===== config.mk =====
export PLATFORM = sky130hd
export DESIGN_NAME = countdown_timer_encoder_set_unit_flat
export DESIGN_NICKNAME = d
export VERILOG_FILES = /design/src/cdt_pkg.sv /design/src/cdt_if.sv /design/src/cdt_in_reg.sv /design/src/cdt_engine.sv /design/src/cdt_out_reg.sv /design/src/countdown_timer_encoder_set_unit.sv /design/src/flat_wrapper.sv
export SDC_FILE = /design/constraint.sdc
export NUM_CORES = 1
export LEC_CHECK = 0
export BUFFER_PORTS_ARGS = -buffer_cell sky130_fd_sc_hd__buf_2
export CORE_ASPECT_RATIO = 0.5
export CORE_MARGIN = 4
export CORE_UTILIZATION = 45
export DETAILED_ROUTE_END_ITERATION = 8
export GPL_TIMING_DRIVEN = 0
export SYNTH_ARGS = -nofsm -noshare
export SYNTH_HDL_FRONTEND = slang
export SYNTH_HIERARCHICAL = 1
export SYNTH_SLANG_ARGS = --single-unit

===== constraint.sdc =====
create_clock -name clk -period 5.43 [get_ports clk]
set_input_delay 1.086 -clock clk [delete_from_list [all_inputs] [get_ports clk]]
set_output_delay 1.086 -clock clk [all_outputs]
set_load 0.02 [all_outputs]

===== src/cdt_pkg.sv =====
// shared types, constants and helper functions for the countdown timer
package cdt_pkg;

  localparam int unsigned CFG_W = 8;
  localparam int unsigned DIGIT_W = 4;

  localparam logic [0:0] REG_TICK_PERIOD = 1'b0;
  localparam logic [0:0] REG_BLINK_POINT = 1'b1;

  localparam logic [CFG_W-1:0] TICK_PERIOD_RST = 8'd113;
  localparam logic [CFG_W-1:0] BLINK_POINT_RST = 8'd55;

  localparam logic [5:0] MIN_MAX = 6'd59;
  localparam logic [5:0] SEC_MAX = 6'd59;
  localparam logic [4:0] HOUR_MAX = 5'd23;

  localparam logic [DIGIT_W-1:0] DIGIT_BLANK = 4'd10;

  localparam logic [1:0] CODE_IDLE = 2'd0;
  localparam logic [1:0] CODE_SET_MIN = 2'd1;
  localparam logic [1:0] CODE_SET_HOUR = 2'd2;
  localparam logic [1:0] CODE_RUN = 2'd3;

  typedef enum logic [3:0] {
    MODE_IDLE     = 4'b0001,
    MODE_SET_MIN  = 4'b0010,
    MODE_SET_HOUR = 4'b0100,
    MODE_RUN      = 4'b1000
  } mode_t;

  typedef struct packed {
    logic tick;
    logic key_down;
    logic enc_a;
    logic enc_b;
  } cdt_in_t;

  typedef struct packed {
    logic [DIGIT_W-1:0] digit_hour_tens;
    logic [DIGIT_W-1:0] digit_hour_ones;
    logic [DIGIT_W-1:0] digit_min_tens;
    logic [DIGIT_W-1:0] digit_min_ones;
    logic               colon_on;
    logic               buzzer_on;
    logic               led_on;
    logic [1:0]         mode_now;
  } cdt_out_t;

  // tens digit of a value below 64
  function automatic logic [DIGIT_W-1:0] dec_tens(input logic [5:0] v);
    logic [DIGIT_W-1:0] t;
    if (v >= 6'd60) t = 4'd6;
    else if (v >= 6'd50) t = 4'd5;
    else if (v >= 6'd40) t = 4'd4;
    else if (v >= 6'd30) t = 4'd3;
    else if (v >= 6'd20) t = 4'd2;
    else if (v >= 6'd10) t = 4'd1;
    else t = 4'd0;
    return t;
  endfunction

  function automatic logic [DIGIT_W-1:0] dec_ones(input logic [5:0] v);
    logic [6:0] tens_x10;
    logic [6:0] diff;
    tens_x10 = 7'(dec_tens(v)) * 7'd10;
    diff = {1'b0, v} - tens_x10;
    return diff[DIGIT_W-1:0];
  endfunction

  function automatic logic [1:0] mode_code(input mode_t m);
    logic [1:0] c;
    case (m)
      MODE_SET_MIN:  c = CODE_SET_MIN;
      MODE_SET_HOUR: c = CODE_SET_HOUR;
      MODE_RUN:      c = CODE_RUN;
      default:       c = CODE_IDLE;
    endcase
    return c;
  endfunction

endpackage


===== src/cdt_if.sv =====
// valid/ready channel interfaces for sample input and display result
interface cdt_in_if;
  logic valid;
  logic ready;
  logic tick;
  logic key_down;
  logic enc_a;
  logic enc_b;

  modport source(output valid, tick, key_down, enc_a, enc_b, input ready);
  modport sink(input valid, tick, key_down, enc_a, enc_b, output ready);
endinterface

interface cdt_out_if;
  logic       valid;
  logic       ready;
  logic [3:0] digit_hour_tens;
  logic [3:0] digit_hour_ones;
  logic [3:0] digit_min_tens;
  logic [3:0] digit_min_ones;
  logic       colon_on;
  logic       buzzer_on;
  logic       led_on;
  logic [1:0] mode_now;

  modport source(output valid, digit_hour_tens, digit_hour_ones, digit_min_tens,
                 digit_min_ones, colon_on, buzzer_on, led_on, mode_now, input ready);
  modport sink(input valid, digit_hour_tens, digit_hour_ones, digit_min_tens,
               digit_min_ones, colon_on, buzzer_on, led_on, mode_now, output ready);
  modport monitor(input valid, ready, digit_hour_tens, digit_hour_ones, digit_min_tens,
                  digit_min_ones, colon_on, buzzer_on, led_on, mode_now);
endinterface


===== src/cdt_in_reg.sv =====
// input register stage for samples
module cdt_in_reg import cdt_pkg::*; (
  input  logic      clk,
  input  logic      rst,
  cdt_in_if.sink    in_ch,
  input  logic      load_ok,
  output logic      valid,
  output cdt_in_t   sample
);

  assign in_ch.ready = !valid || load_ok;

  always_ff @(posedge clk) begin
    if (rst) begin
      valid <= 1'b0;
    end else if (in_ch.ready) begin
      valid <= in_ch.valid;
    end
  end

  always_ff @(posedge clk) begin
    if (in_ch.ready) begin
      sample <= '{tick: in_ch.tick, key_down: in_ch.key_down,
                  enc_a: in_ch.enc_a, enc_b: in_ch.enc_b};
    end
  end

endmodule


===== src/cdt_engine.sv =====
// timer state, config registers and per-sample update logic
module cdt_engine import cdt_pkg::*; (
  input  logic             clk,
  input  logic             rst,
  input  logic             cfg_we,
  input  logic [0:0]       cfg_index,
  input  logic [CFG_W-1:0] cfg_data,
  input  logic             fire,
  input  cdt_in_t          sample,
  output cdt_out_t         result
);

  logic [CFG_W-1:0] tick_period;
  logic [CFG_W-1:0] blink_point;

  mode_t      mode;
  logic [7:0] prescale_count;
  logic       blink_phase;
  logic       second_pending;
  logic [4:0] hours_left;
  logic [5:0] minutes_left;
  logic [5:0] seconds_left;
  logic [5:0] set_minutes;
  logic [4:0] set_hours;
  logic       prev_enc_a;
  logic       expired;
  logic [15:0] elapsed_seconds;

  mode_t      mode_next;
  logic [7:0] prescale_count_next;
  logic       blink_phase_next;
  logic       second_pending_next;
  logic [4:0] hours_left_next;
  logic [5:0] minutes_left_next;
  logic [5:0] seconds_left_next;
  logic [5:0] set_minutes_next;
  logic [4:0] set_hours_next;
  logic       prev_enc_a_next;
  logic       expired_next;
  logic [15:0] elapsed_seconds_next;

  logic [7:0] pc_inc;
  logic       clear_all;
  logic       enc_fall;

  always_ff @(posedge clk) begin
    if (rst) begin
      tick_period <= TICK_PERIOD_RST;
      blink_point <= BLINK_POINT_RST;
    end else if (cfg_we) begin
      case (cfg_index)
        REG_TICK_PERIOD: tick_period <= cfg_data;
        REG_BLINK_POINT: blink_point <= cfg_data;
        default: ;
      endcase
    end
  end

  always_comb begin
    mode_next            = mode;
    prescale_count_next  = prescale_count;
    blink_phase_next     = blink_phase;
    second_pending_next  = second_pending;
    hours_left_next      = hours_left;
    minutes_left_next    = minutes_left;
    seconds_left_next    = seconds_left;
    set_minutes_next     = set_minutes;
    set_hours_next       = set_hours;
    prev_enc_a_next      = prev_enc_a;
    expired_next         = expired;
    elapsed_seconds_next = elapsed_seconds;
    clear_all            = 1'b0;
    pc_inc               = prescale_count + 8'd1;
    enc_fall             = prev_enc_a && !sample.enc_a;

    result = '{digit_hour_tens: 4'd0, digit_hour_ones: 4'd0, digit_min_tens: 4'd0,
               digit_min_ones: 4'd0, colon_on: 1'b0, buzzer_on: 1'b0, led_on: 1'b1,
               mode_now: CODE_IDLE};

    // prescaler
    if (sample.tick) begin
      prescale_count_next = pc_inc;
      blink_phase_next = blink_phase ^ (pc_inc == blink_point) ^ (pc_inc == tick_period);
      if (pc_inc == tick_period) begin
        prescale_count_next = 8'd0;
        second_pending_next = 1'b1;
      end
    end

    // key steps the mode; in run mode it clears the timer instead
    if (sample.key_down) begin
      case (mode)
        MODE_IDLE:     mode_next = MODE_SET_MIN;
        MODE_SET_MIN:  mode_next = MODE_SET_HOUR;
        MODE_SET_HOUR: mode_next = MODE_RUN;
        MODE_RUN:      clear_all = 1'b1;
        default:       mode_next = MODE_SET_MIN;
      endcase
    end

    if (!clear_all) begin
      case (mode_next)
        MODE_SET_MIN: begin
          result.digit_hour_tens = dec_tens({1'b0, hours_left});
          result.digit_hour_ones = dec_ones({1'b0, hours_left});
          result.digit_min_tens  = blink_phase_next ? DIGIT_BLANK : dec_tens(minutes_left);
          result.digit_min_ones  = blink_phase_next ? DIGIT_BLANK : dec_ones(minutes_left);
          result.colon_on = 1'b1;
          prev_enc_a_next = sample.enc_a;
          if (enc_fall) begin
            if (sample.enc_b) begin
              set_minutes_next = (set_minutes >= MIN_MAX) ? 6'd0 : set_minutes + 6'd1;
            end else begin
              set_minutes_next = (set_minutes == 6'd0 || set_minutes > MIN_MAX) ?
                                 MIN_MAX : set_minutes - 6'd1;
            end
            minutes_left_next = set_minutes_next;
          end
        end
        MODE_SET_HOUR: begin
          result.digit_hour_tens = blink_phase_next ? dec_tens({1'b0, hours_left}) : DIGIT_BLANK;
          result.digit_hour_ones = blink_phase_next ? dec_ones({1'b0, hours_left}) : DIGIT_BLANK;
          result.digit_min_tens  = dec_tens(minutes_left);
          result.digit_min_ones  = dec_ones(minutes_left);
          result.colon_on = 1'b1;
          prev_enc_a_next = sample.enc_a;
          if (enc_fall) begin
            if (sample.enc_b) begin
              set_hours_next = (set_hours >= HOUR_MAX) ? 5'd0 : set_hours + 5'd1;
            end else begin
              set_hours_next = (set_hours == 5'd0 || set_hours > HOUR_MAX) ?
                               HOUR_MAX : set_hours - 5'd1;
            end
            hours_left_next = set_hours_next;
          end
        end
        MODE_RUN: begin
          if (second_pending_next) begin
            second_pending_next = 1'b0;
            if (seconds_left != 6'd0) begin
              seconds_left_next = seconds_left - 6'd1;
              elapsed_seconds_next = elapsed_seconds + 16'd1;
            end else if (minutes_left != 6'd0) begin
              minutes_left_next = minutes_left - 6'd1;
              seconds_left_next = SEC_MAX;
            end else if (hours_left != 5'd0) begin
              hours_left_next = hours_left - 5'd1;
              minutes_left_next = MIN_MAX;
              seconds_left_next = SEC_MAX;
            end else begin
              expired_next = 1'b1;
            end
          end
          if (expired_next) begin
            if (!blink_phase_next) begin
              result.digit_hour_tens = DIGIT_BLANK;
              result.digit_hour_ones = DIGIT_BLANK;
              result.digit_min_tens  = DIGIT_BLANK;
              result.digit_min_ones  = DIGIT_BLANK;
              result.buzzer_on = (elapsed_seconds_next != 16'd0);
            end else begin
              result.colon_on = 1'b1;
            end
          end else begin
            result.digit_hour_tens = dec_tens({1'b0, hours_left_next});
            result.digit_hour_ones = dec_ones({1'b0, hours_left_next});
            result.digit_min_tens  = dec_tens(minutes_left_next);
            result.digit_min_ones  = dec_ones(minutes_left_next);
            result.colon_on = blink_phase_next;
            result.led_on = 1'b0;
          end
        end
        default: ;
      endcase
      result.mode_now = mode_code(mode_next);
    end
  end

  always_ff @(posedge clk) begin
    if (rst || (fire && clear_all)) begin
      mode            <= MODE_IDLE;
      prescale_count  <= 8'd0;
      blink_phase     <= 1'b0;
      second_pending  <= 1'b0;
      hours_left      <= 5'd0;
      minutes_left    <= 6'd0;
      seconds_left    <= 6'd0;
      set_minutes     <= 6'd0;
      set_hours       <= 5'd0;
      prev_enc_a      <= 1'b0;
      expired         <= 1'b0;
      elapsed_seconds <= 16'd0;
    end else if (fire) begin
      mode            <= mode_next;
      prescale_count  <= prescale_count_next;
      blink_phase     <= blink_phase_next;
      second_pending  <= second_pending_next;
      hours_left      <= hours_left_next;
      minutes_left    <= minutes_left_next;
      seconds_left    <= seconds_left_next;
      set_minutes     <= set_minutes_next;
      set_hours       <= set_hours_next;
      prev_enc_a      <= prev_enc_a_next;
      expired         <= expired_next;
      elapsed_seconds <= elapsed_seconds_next;
    end
  end

endmodule


===== src/cdt_out_reg.sv =====
// result register driving the output channel
module cdt_out_reg import cdt_pkg::*; (
  input  logic      clk,
  input  logic      rst,
  input  logic      in_valid,
  input  cdt_out_t  result,
  output logic      load_ok,
  cdt_out_if.source out_ch
);

  cdt_out_t held;

  assign load_ok = !out_ch.valid || out_ch.ready;

  always_ff @(posedge clk) begin
    if (rst) begin
      out_ch.valid <= 1'b0;
    end else if (load_ok) begin
      out_ch.valid <= in_valid;
    end
  end

  always_ff @(posedge clk) begin
    if (load_ok) begin
      held <= result;
    end
  end

  assign out_ch.digit_hour_tens = held.digit_hour_tens;
  assign out_ch.digit_hour_ones = held.digit_hour_ones;
  assign out_ch.digit_min_tens  = held.digit_min_tens;
  assign out_ch.digit_min_ones  = held.digit_min_ones;
  assign out_ch.colon_on        = held.colon_on;
  assign out_ch.buzzer_on       = held.buzzer_on;
  assign out_ch.led_on          = held.led_on;
  assign out_ch.mode_now        = held.mode_now;

endmodule


===== src/countdown_timer_encoder_set_unit.sv =====
// top level: hh:mm countdown timer set by rotary encoder and key
// a sample transfer is captured in the input register, and its result is
// registered in the result register before it can transfer out
// throughput: one sample per cycle while the result channel is not stalled,
// set by the single-pass state update between input and result registers
// reset (synchronous, rst high) clears all timer state and both stage valids,
// and loads tick_period = 113 and blink_point = 55
module countdown_timer_encoder_set_unit import cdt_pkg::*; (
  input  logic             clk,
  input  logic             rst,
  input  logic             cfg_we,
  input  logic [0:0]       cfg_index,
  input  logic [CFG_W-1:0] cfg_data,
  cdt_in_if.sink           in_ch,
  cdt_out_if.source        out_ch
);

  logic     s1_valid;
  cdt_in_t  s1_sample;
  logic     load_ok;
  cdt_out_t result;

  cdt_in_reg u_in_reg (
    .clk     (clk),
    .rst     (rst),
    .in_ch   (in_ch),
    .load_ok (load_ok),
    .valid   (s1_valid),
    .sample  (s1_sample)
  );

  cdt_engine u_engine (
    .clk       (clk),
    .rst       (rst),
    .cfg_we    (cfg_we),
    .cfg_index (cfg_index),
    .cfg_data  (cfg_data),
    .fire      (s1_valid && load_ok),
    .sample    (s1_sample),
    .result    (result)
  );

  cdt_out_reg u_out_reg (
    .clk      (clk),
    .rst      (rst),
    .in_valid (s1_valid),
    .result   (result),
    .load_ok  (load_ok),
    .out_ch   (out_ch)
  );

endmodule


===== src/flat_wrapper.sv =====
// flat-port wrapper written by rule: the top's interface ports become plain ports
module countdown_timer_encoder_set_unit_flat import cdt_pkg::*;
  (clk, rst, cfg_we, cfg_index, cfg_data, in_ch_valid, in_ch_tick, in_ch_key_down, in_ch_enc_a, in_ch_enc_b, in_ch_ready, out_ch_valid, out_ch_digit_hour_tens, out_ch_digit_hour_ones, out_ch_digit_min_tens, out_ch_digit_min_ones, out_ch_colon_on, out_ch_buzzer_on, out_ch_led_on, out_ch_mode_now, out_ch_ready);
  cdt_in_if in_ch_i ();
  cdt_out_if out_ch_i ();
  input  logic clk;
  input  logic rst;
  input  logic cfg_we;
  input  logic [0:0] cfg_index;
  input  logic [CFG_W-1:0] cfg_data;
  input wire logic [$bits(in_ch_i.valid)-1:0] in_ch_valid;
  input wire logic [$bits(in_ch_i.tick)-1:0] in_ch_tick;
  input wire logic [$bits(in_ch_i.key_down)-1:0] in_ch_key_down;
  input wire logic [$bits(in_ch_i.enc_a)-1:0] in_ch_enc_a;
  input wire logic [$bits(in_ch_i.enc_b)-1:0] in_ch_enc_b;
  output wire logic [$bits(in_ch_i.ready)-1:0] in_ch_ready;
  output wire logic [$bits(out_ch_i.valid)-1:0] out_ch_valid;
  output wire logic [$bits(out_ch_i.digit_hour_tens)-1:0] out_ch_digit_hour_tens;
  output wire logic [$bits(out_ch_i.digit_hour_ones)-1:0] out_ch_digit_hour_ones;
  output wire logic [$bits(out_ch_i.digit_min_tens)-1:0] out_ch_digit_min_tens;
  output wire logic [$bits(out_ch_i.digit_min_ones)-1:0] out_ch_digit_min_ones;
  output wire logic [$bits(out_ch_i.colon_on)-1:0] out_ch_colon_on;
  output wire logic [$bits(out_ch_i.buzzer_on)-1:0] out_ch_buzzer_on;
  output wire logic [$bits(out_ch_i.led_on)-1:0] out_ch_led_on;
  output wire logic [$bits(out_ch_i.mode_now)-1:0] out_ch_mode_now;
  input wire logic [$bits(out_ch_i.ready)-1:0] out_ch_ready;
  assign in_ch_i.valid = in_ch_valid;
  assign in_ch_i.tick = in_ch_tick;
  assign in_ch_i.key_down = in_ch_key_down;
  assign in_ch_i.enc_a = in_ch_enc_a;
  assign in_ch_i.enc_b = in_ch_enc_b;
  assign in_ch_ready = in_ch_i.ready;
  assign out_ch_valid = out_ch_i.valid;
  assign out_ch_digit_hour_tens = out_ch_i.digit_hour_tens;
  assign out_ch_digit_hour_ones = out_ch_i.digit_hour_ones;
  assign out_ch_digit_min_tens = out_ch_i.digit_min_tens;
  assign out_ch_digit_min_ones = out_ch_i.digit_min_ones;
  assign out_ch_colon_on = out_ch_i.colon_on;
  assign out_ch_buzzer_on = out_ch_i.buzzer_on;
  assign out_ch_led_on = out_ch_i.led_on;
  assign out_ch_mode_now = out_ch_i.mode_now;
  assign out_ch_i.ready = out_ch_ready;
  countdown_timer_encoder_set_unit u_core (.clk(clk), .rst(rst), .cfg_we(cfg_we), .cfg_index(cfg_index), .cfg_data(cfg_data), .in_ch(in_ch_i), .out_ch(out_ch_i));
endmodule

# Word-level counts from Yosys, hierarchy flattened
# Index checks and enable logic that the tools add are counted.
# classes
n_addsub,15
mul,6
magnitude_cmp,28
eq_ne,10
mux,93
bitwise,6
n_reduce_logical,33
# ops
cell,count
$mux 4,25
$mux 16,5
$mux 6,13
$pmux 17 s3,1
$mux 5,10
$ge 6x6->1 const B,7
$ge 5x6->1 const B,6
$ge 5x5->1 const B,5
$ge 6x5->1 const B,4
$mul 4x3->3 const B,6
$mux 3,8
$sub 4x4->4,6
$mux 1,19
$sub 6x1->6 const B,3
$mux 17,1
$add 16x1->16 const B,1
$eq 8x8->1,2
$reduce_and 4->1,4
$reduce_bool 16->1,1
$ge 6x4->1 const B,2
$mux 2,6
$pmux 4 s3,1
$pmux 6 s2,1
$reduce_bool 6->1,2
29 further kinds,52
# word_totals
ff_bits,103
out_inout_bits,23
word_cells,219

# Longest topological paths before layout
# depth
depth_word,21
ltp_mapped,18
depth_no_buf,17

# By module
# The synthesis kept the hierarchy.
# by_module_without_submodules
mod,instances,cells_each,area_per_inst_um2,seq_area_each_um2
cdt_engine,1,804,5803.1,1521.5
cdt_out_reg,1,25,676.9,650.6
cdt_in_reg,1,8,166.4,140.1
countdown_timer_encoder_set_unit,1,1,6.3,0.0

# Worst setup path before layout
# Ideal clock, no wire load.
# synth_path
kind,register -> register
from,reg u_core.u_engine.prescale_count[0]
to,"reg u_core.u_out_reg.held, in the netlist u_core/u_out_reg/out_ch.digit_hour_ones[3] (data pin)"
setup_time_ps,261
arrival_ps,3869
required_ps,5169
path_slack_ps,1301
path_stages_with_launch,17
period_less_slack_ps,4129
cell_sequence,dfxtp_1 > ha_1 > xor2_1 > a211o_1 > nor4b_4 > o2111a_1 > nor2_1 > nor3_4 > mux2_2 > maj3_2 > o21ai_2 > ha_1 > inv_1 > fa_1 > a21oi_1 > o21ai_1 > a221o_1
# synth_via
elab_chain_len,21
# synth_lines
element,line_no,rtl
from (decl),cdt_engine.sv:17,logic [7:0] prescale_count;
from (signal assigned),cdt_engine.sv:195,prescale_count <= prescale_count_next;
$add 8x1->8 (*),cdt_engine.sv:73,pc_inc = prescale_count + 8'd1;
$eq 8x8->1,"cdt_engine.sv:83, cdt_engine.sv:84",
$mux 1,cdt_engine.sv:84,if (pc_inc == tick_period) begin
$mux 1,cdt_engine.sv:81,if (sample.tick) begin
$mux 5,cdt_engine.sv:138,if (second_pending_next) begin
$mux 5,cdt_engine.sv:102,case (mode_next)
$mux 5,cdt_engine.sv:101,if (!clear_all) begin
$ge 5x4->1,cdt_pkg.sv:57,else if (v >= 6'd10) t = 4'd1;
[... 5 more ...],-,
$mux 3,cdt_pkg.sv:52,if (v >= 6'd60) t = 4'd6;
$mux 4,cdt_engine.sv:154,if (expired_next) begin
$mux 4,cdt_engine.sv:102,
$mux 4,cdt_engine.sv:101,
$mul 4x3->3,cdt_pkg.sv:65,tens_x10 = 7'(dec_tens(v)) * 7'd10;
$sub 4x4->4,cdt_pkg.sv:66,"diff = {1'b0, v} - tens_x10;"
$mux 17,cdt_engine.sv:154,
$pmux 17 s3 (*),cdt_engine.sv:102,
to (signal assigned),cdt_out_reg.sv:25,held <= result;
to (decl),cdt_out_reg.sv:11,cdt_out_t held;
# Mark *: on every way between the ends. The rest lies on a longest branch, timed or not. The select of a mux whose other input is x is not followed.
# A chain may end at the register's enable or synchronous reset.

# Worst setup path in the final report
# Same ends and word-level chain as after synthesis.

==> summary.md <==
The sequential-to-total area share from yosys stat was 0.3476; the post-synthesis area per instance was 7.939 µm². The path with the worst hold slack has its endpoint at u_core/u_engine/prev_enc_a$_SDFFE_PP0P_. The first detailed-routing pass took 5 iterations. The die area was 16910 µm²; the multi-input gate area in the final layout was 4025 µm².

The HPWL after detailed placement is 12770 µm. The tools report the total number of H-tree levels as 3. The maximum net fanout on the critical path works out to 7. Reg-to-reg startpoint: u_core/u_engine/prescale_count[0]$_SDFFE_PP0P_. In this run the register-to-register setup slack is 0.80 ns. Post-CTS repair changed the size of 0 cells.

The repair_antennas step left the layout with diodes totalling 0. The min-delay analysis places its worst path in the category reg -> reg. The initial core utilization is 0.4598, and the total of hold buffers inserted after clock tree synthesis is 0. Based on the critical path, the design can be clocked at up to 0.2160 GHz.

The die width was 180.0 µm. The design draws 1.578 mW. The run gives 926 as the net count of the finished layout.

STA classifies the critical path endpoint as a register. Clock latency on the worst-skew pair, taken at its later pin, is 0.35 ns. The worst register-to-register path ends at u_core/u_out_reg/out_ch.digit_hour_ones[3]$_DFFE_PP_.

The worst hold path passes through 2 cells. The final critical-path share of the clock period is 0.8525. The number of clock buffers added by TritonCTS is 9. The run gives 0 as the count of final hold-check violations. The critical path's top delay family was compound AO/OA/AOI/OAI gates. The global-route usage over all layers came out at 0.2032. The count of nets left with antenna violations once routing finished came out at 0. The via density per instance was 5.629; the final design utilization was 0.5115. In the final routed layout, each cell accounts on average for 15.53 µm.

The number of setup buffers added after CTS is 0. In this design, the stage delay of the slowest critical-path cell is 0.49 ns. Data on the critical path is required at its endpoint by 5.53 ns. The clock sink count is 103. Synthesis handed over a netlist of 838 instances. At the pin with the least slew margin, the transition time is 1.246 ns. The number of placed instances, taps included, is 1076. Data arrives at the worst endpoint at 4.73 ns. The tool flagged a number of max-cap violations equal to 0. The run gives 6 as the number of warnings issued by yosys. The count of cell types in the netlist is 78, and the register bit total from synthesis is 103.

The tools report the via count of the first global-routing pass as 5785. The category of the worst setup path launch point was a register. The cell sitting at the root of the clock tree is a sky130_fd_sc_hd__clkbuf_16. The worst hold path begins at u_core/u_engine/prev_enc_a$_SDFFE_PP0P_.

The run gives 404 as the violation count after the first detailed-route iteration. For the I/O pin total, the log shows 41. The cell area that synthesis handed to floorplanning was 6653 µm².

Between clock sinks in the finished design, the worst skew comes to 0.01118 ns. Setup repair after global routing left no endpoint under its margin. The library cell used most frequently in the layout, excluding fill and tap cells, is sky130_fd_sc_hd__nor2_1. TritonCTS built the clock tree.

Summing all flip-flop and latch instances after layout gives 2312 µm². The tools report the remaining global-route overflow as 0. Setup slack closes at 0.8009 ns. The run gives 16960 µm as the aggregate routed wire length.

At the placement stage, the worst setup path has a slack of 0.8553 ns. The fraction of final layout cells with drive strength greater than 1 was 0.1040; the clock input transition at the sequential cells of the worst setup and hold paths was 0.07 ns. The number of enable flip-flop cells after synthesis was 25. The flow ran to the end, and the final reports show no timing, DRC or antenna violations. In this run the tool buffered the top-level ports with 40 buffer cells.

For this design the static power due to leakage is 2.774 nW. The kind of critical path is reg -> reg. For the worst flop-to-flop path, the logic depth is 16. The share of async-settable or async-resettable flops after synthesis is 0, and the first-pass GRT wire length is 28380 µm.

In the routed design, unresolved DRC markers number 0. Entering global routing, the biggest net connects 25 pins. Prevailing post-synth register cell: sky130_fd_sc_hd__dfxtp_1.

In this run the deepest clock path goes through 2 buffers. For the final routed database, the setup TNS stands at 0 ns. IR analysis of the VDD net gives a maximum drop of 0.0001363 V. The library cells used most frequently in the layout, excluding fill and tap cells, are sky130_fd_sc_hd__nor2_1, sky130_fd_sc_hd__nand2_1, sky130_fd_sc_hd__dfxtp_1. The logs give 0 for the number of antenna violations at the first check in global routing and 0 for the count of pins over their slew limit. The final weighted congestion of routability-driven global placement is 0.9200, and the core footprint is 14470 µm².

Fill cells in the final layout number 1436. After the flow finishes, the layout carries non-filler instances totaling 1092. Setup violations remaining at the end of the flow were counted as 0. For this design, the slowest cell found on the critical path is sky130_fd_sc_hd__dfxtp_1. The critical path buffer and inverter count is 1, and the relative slew slack is 0.1632. Relative to the synthesized area, the layout overhead comes to 11.25%. The most critical setup path has its startpoint at u_core/u_engine/prescale_count[0]$_SDFFE_PP0P_. From bottom edge to top edge, the die measures 93.98 µm. For this design the ratio of total power to cell area is 213.3 nW/µm².

The number of vias after detailed routing came out at 6147. The signal on the critical path passes through ha_1 -> nand3_1 -> nor2_1 -> o32a_1 -> o2111a_1 -> nor2_1 -> nor3_4 -> mux2_2 -> maj3_2 -> o21ai_2 -> ha_1 -> inv_1 -> fa_1 -> a21oi_1 -> o21ai_1 -> a221o_1. The floorplan has 31 rows.

The post-layout minimum cycle time is 4.629 ns, and the net count after synthesis is 875.
## registers in the layout (all words and copies together), names as in the netlist, 5 cells and up
name	cells
u_core/u_engine/minutes_left	6
u_core/u_engine/elapsed_seconds	16
u_core/u_engine/seconds_left	6
u_core/u_engine/set_minutes	6
u_core/u_engine/set_hours	5
u_core/u_engine/prescale_count	8
u_core/u_engine/tick_period	8
u_core/u_engine/blink_point	8
u_core/u_engine/hours_left	5
## cells by family (layout without fill, tap and decap cells)
logic type | Yosys count | in the layout | share of synthesized area
adder cells (fa/ha/maj) | 20 | 20 | 0.04194
flip-flops | 103 | 103 | 0.3476
AO/OA/AOI/OAI | 214 | 214 | 0.2075
XOR/XNOR | 49 | 49 | 0.06564
buffers and inverters | 81 | 137 | 0.04833
other | 1 | 1 | 0.0005637
multiplexers | 16 | 16 | 0.02633
AND/OR/NAND/NOR | 354 | 354 | 0.2622
## worst reg2reg max path, delay by kind of cell, from the launching register on
family	cells	cell delay (ns)
multiplexers	1	0.42
buffers and inverters	1	0.04
AND/OR/NAND/NOR	4	0.98
flip-flops	1	0.49
AO/OA/AOI/OAI	6	1.28
adder cells (fa/ha/maj)	4	1.16
## cell usage after synthesis (9+ instances only)
library cell / count / area, µm²
sky130_fd_sc_hd__clkbuf_1: 42 / 157.7
sky130_fd_sc_hd__a211oi_1: 18 / 135.1
sky130_fd_sc_hd__nand2_1: 87 / 326.6
sky130_fd_sc_hd__inv_1: 28 / 105.1
sky130_fd_sc_hd__xnor2_1: 31 / 271.5
sky130_fd_sc_hd__dfxtp_1: 78 / 1562
sky130_fd_sc_hd__mux2i_1: 11 / 110.1
sky130_fd_sc_hd__and2_1: 11 / 68.82
sky130_fd_sc_hd__nand3_1: 30 / 150.1
sky130_fd_sc_hd__o21ai_0: 41 / 205.2
sky130_fd_sc_hd__nor3_1: 25 / 125.1
sky130_fd_sc_hd__a21oi_1: 75 / 375.4
sky130_fd_sc_hd__and3_1: 21 / 131.4
sky130_fd_sc_hd__nand2b_1: 11 / 68.82
sky130_fd_sc_hd__edfxtp_1: 25 / 750.7
sky130_fd_sc_hd__nor2b_1: 9 / 56.30
sky130_fd_sc_hd__or3_1: 11 / 68.82
sky130_fd_sc_hd__nor2_1: 103 / 386.6
sky130_fd_sc_hd__xor2_1: 17 / 148.9
sky130_fd_sc_hd__a31oi_1: 10 / 62.56
sky130_fd_sc_hd__ha_1: 15 / 187.7
sky130_fd_sc_hd__nand4_1: 13 / 81.33
## power by group
| part | internal (mW) | total [mW] | switching (mW) |
|---|---|---|---|
| registers | 0.801 | 0.813 | 0.0121 |
| clock network | 0.343 | 0.642 | 0.299 |
| logic | 0.0433 | 0.124 | 0.0805 |
| total | 1.19 | 1.58 | 0.391 |
## metal layers
layer  wire, µm  vias to the layer above  track usage
li1           -                     3090            -
met1       8498                     2893       0.2862
met3        810                       21      0.03326
met5          0                        -            0
met4        221                        0      0.05387
met2       7431                      143       0.3264
## worst max-delay path by stage
| stage | depth (start not counted) | slack (ns) | end |
|---|---|---|---|
| finish | 16 | 0.80 | u_core/u_out_reg/out_ch.digit_hour_ones[3]$_DFFE_PP_ |
| global route | 16 | 0.50 | u_core/u_out_reg/out_ch.digit_hour_ones[3]$_DFFE_PP_ |
| CTS | 16 | 0.84 | u_core/u_out_reg/out_ch.digit_hour_ones[3]$_DFFE_PP_ |
| detailed placement | 16 | 0.86 | u_core/u_out_reg/out_ch.digit_hour_ones[3]$_DFFE_PP_ |
| global placement | 16 | 0.86 | u_core/u_out_reg/out_ch.digit_hour_ones[3]$_DFFE_PP_ |
| floorplan | 16 | 1.30 | u_core/u_out_reg/out_ch.digit_hour_ones[3]$_DFFE_PP_ |
## metrics by stage
| stage | area, µm² | hold slack [ns] |
|---|---|---|
| 2_1_floorplan | 6653 | 0.4324 |
| 3_3_place_gp | 7101 | 0.4427 |
| 3_5_place_dp | 7101 | 0.4594 |
| 4_1_cts | 7395 | 0.4685 |
| 5_1_grt | 7401 | 0.4836 |
| 6_report | 7401 | 0.4718 |
## cell type report
cell class	instances	area share
Buffer	52	0.02874
Sequential cell	103	0.3124
Timing Repair Buffer	40	0.02705
Multi-Input combinational cell	654	0.5439
Clock buffer	11	0.03432
Inverter	29	0.01471
Clock inverter	5	0.005410
Tap cell	198	0.03347
Note: power is estimated with default switching activity, not from simulation.
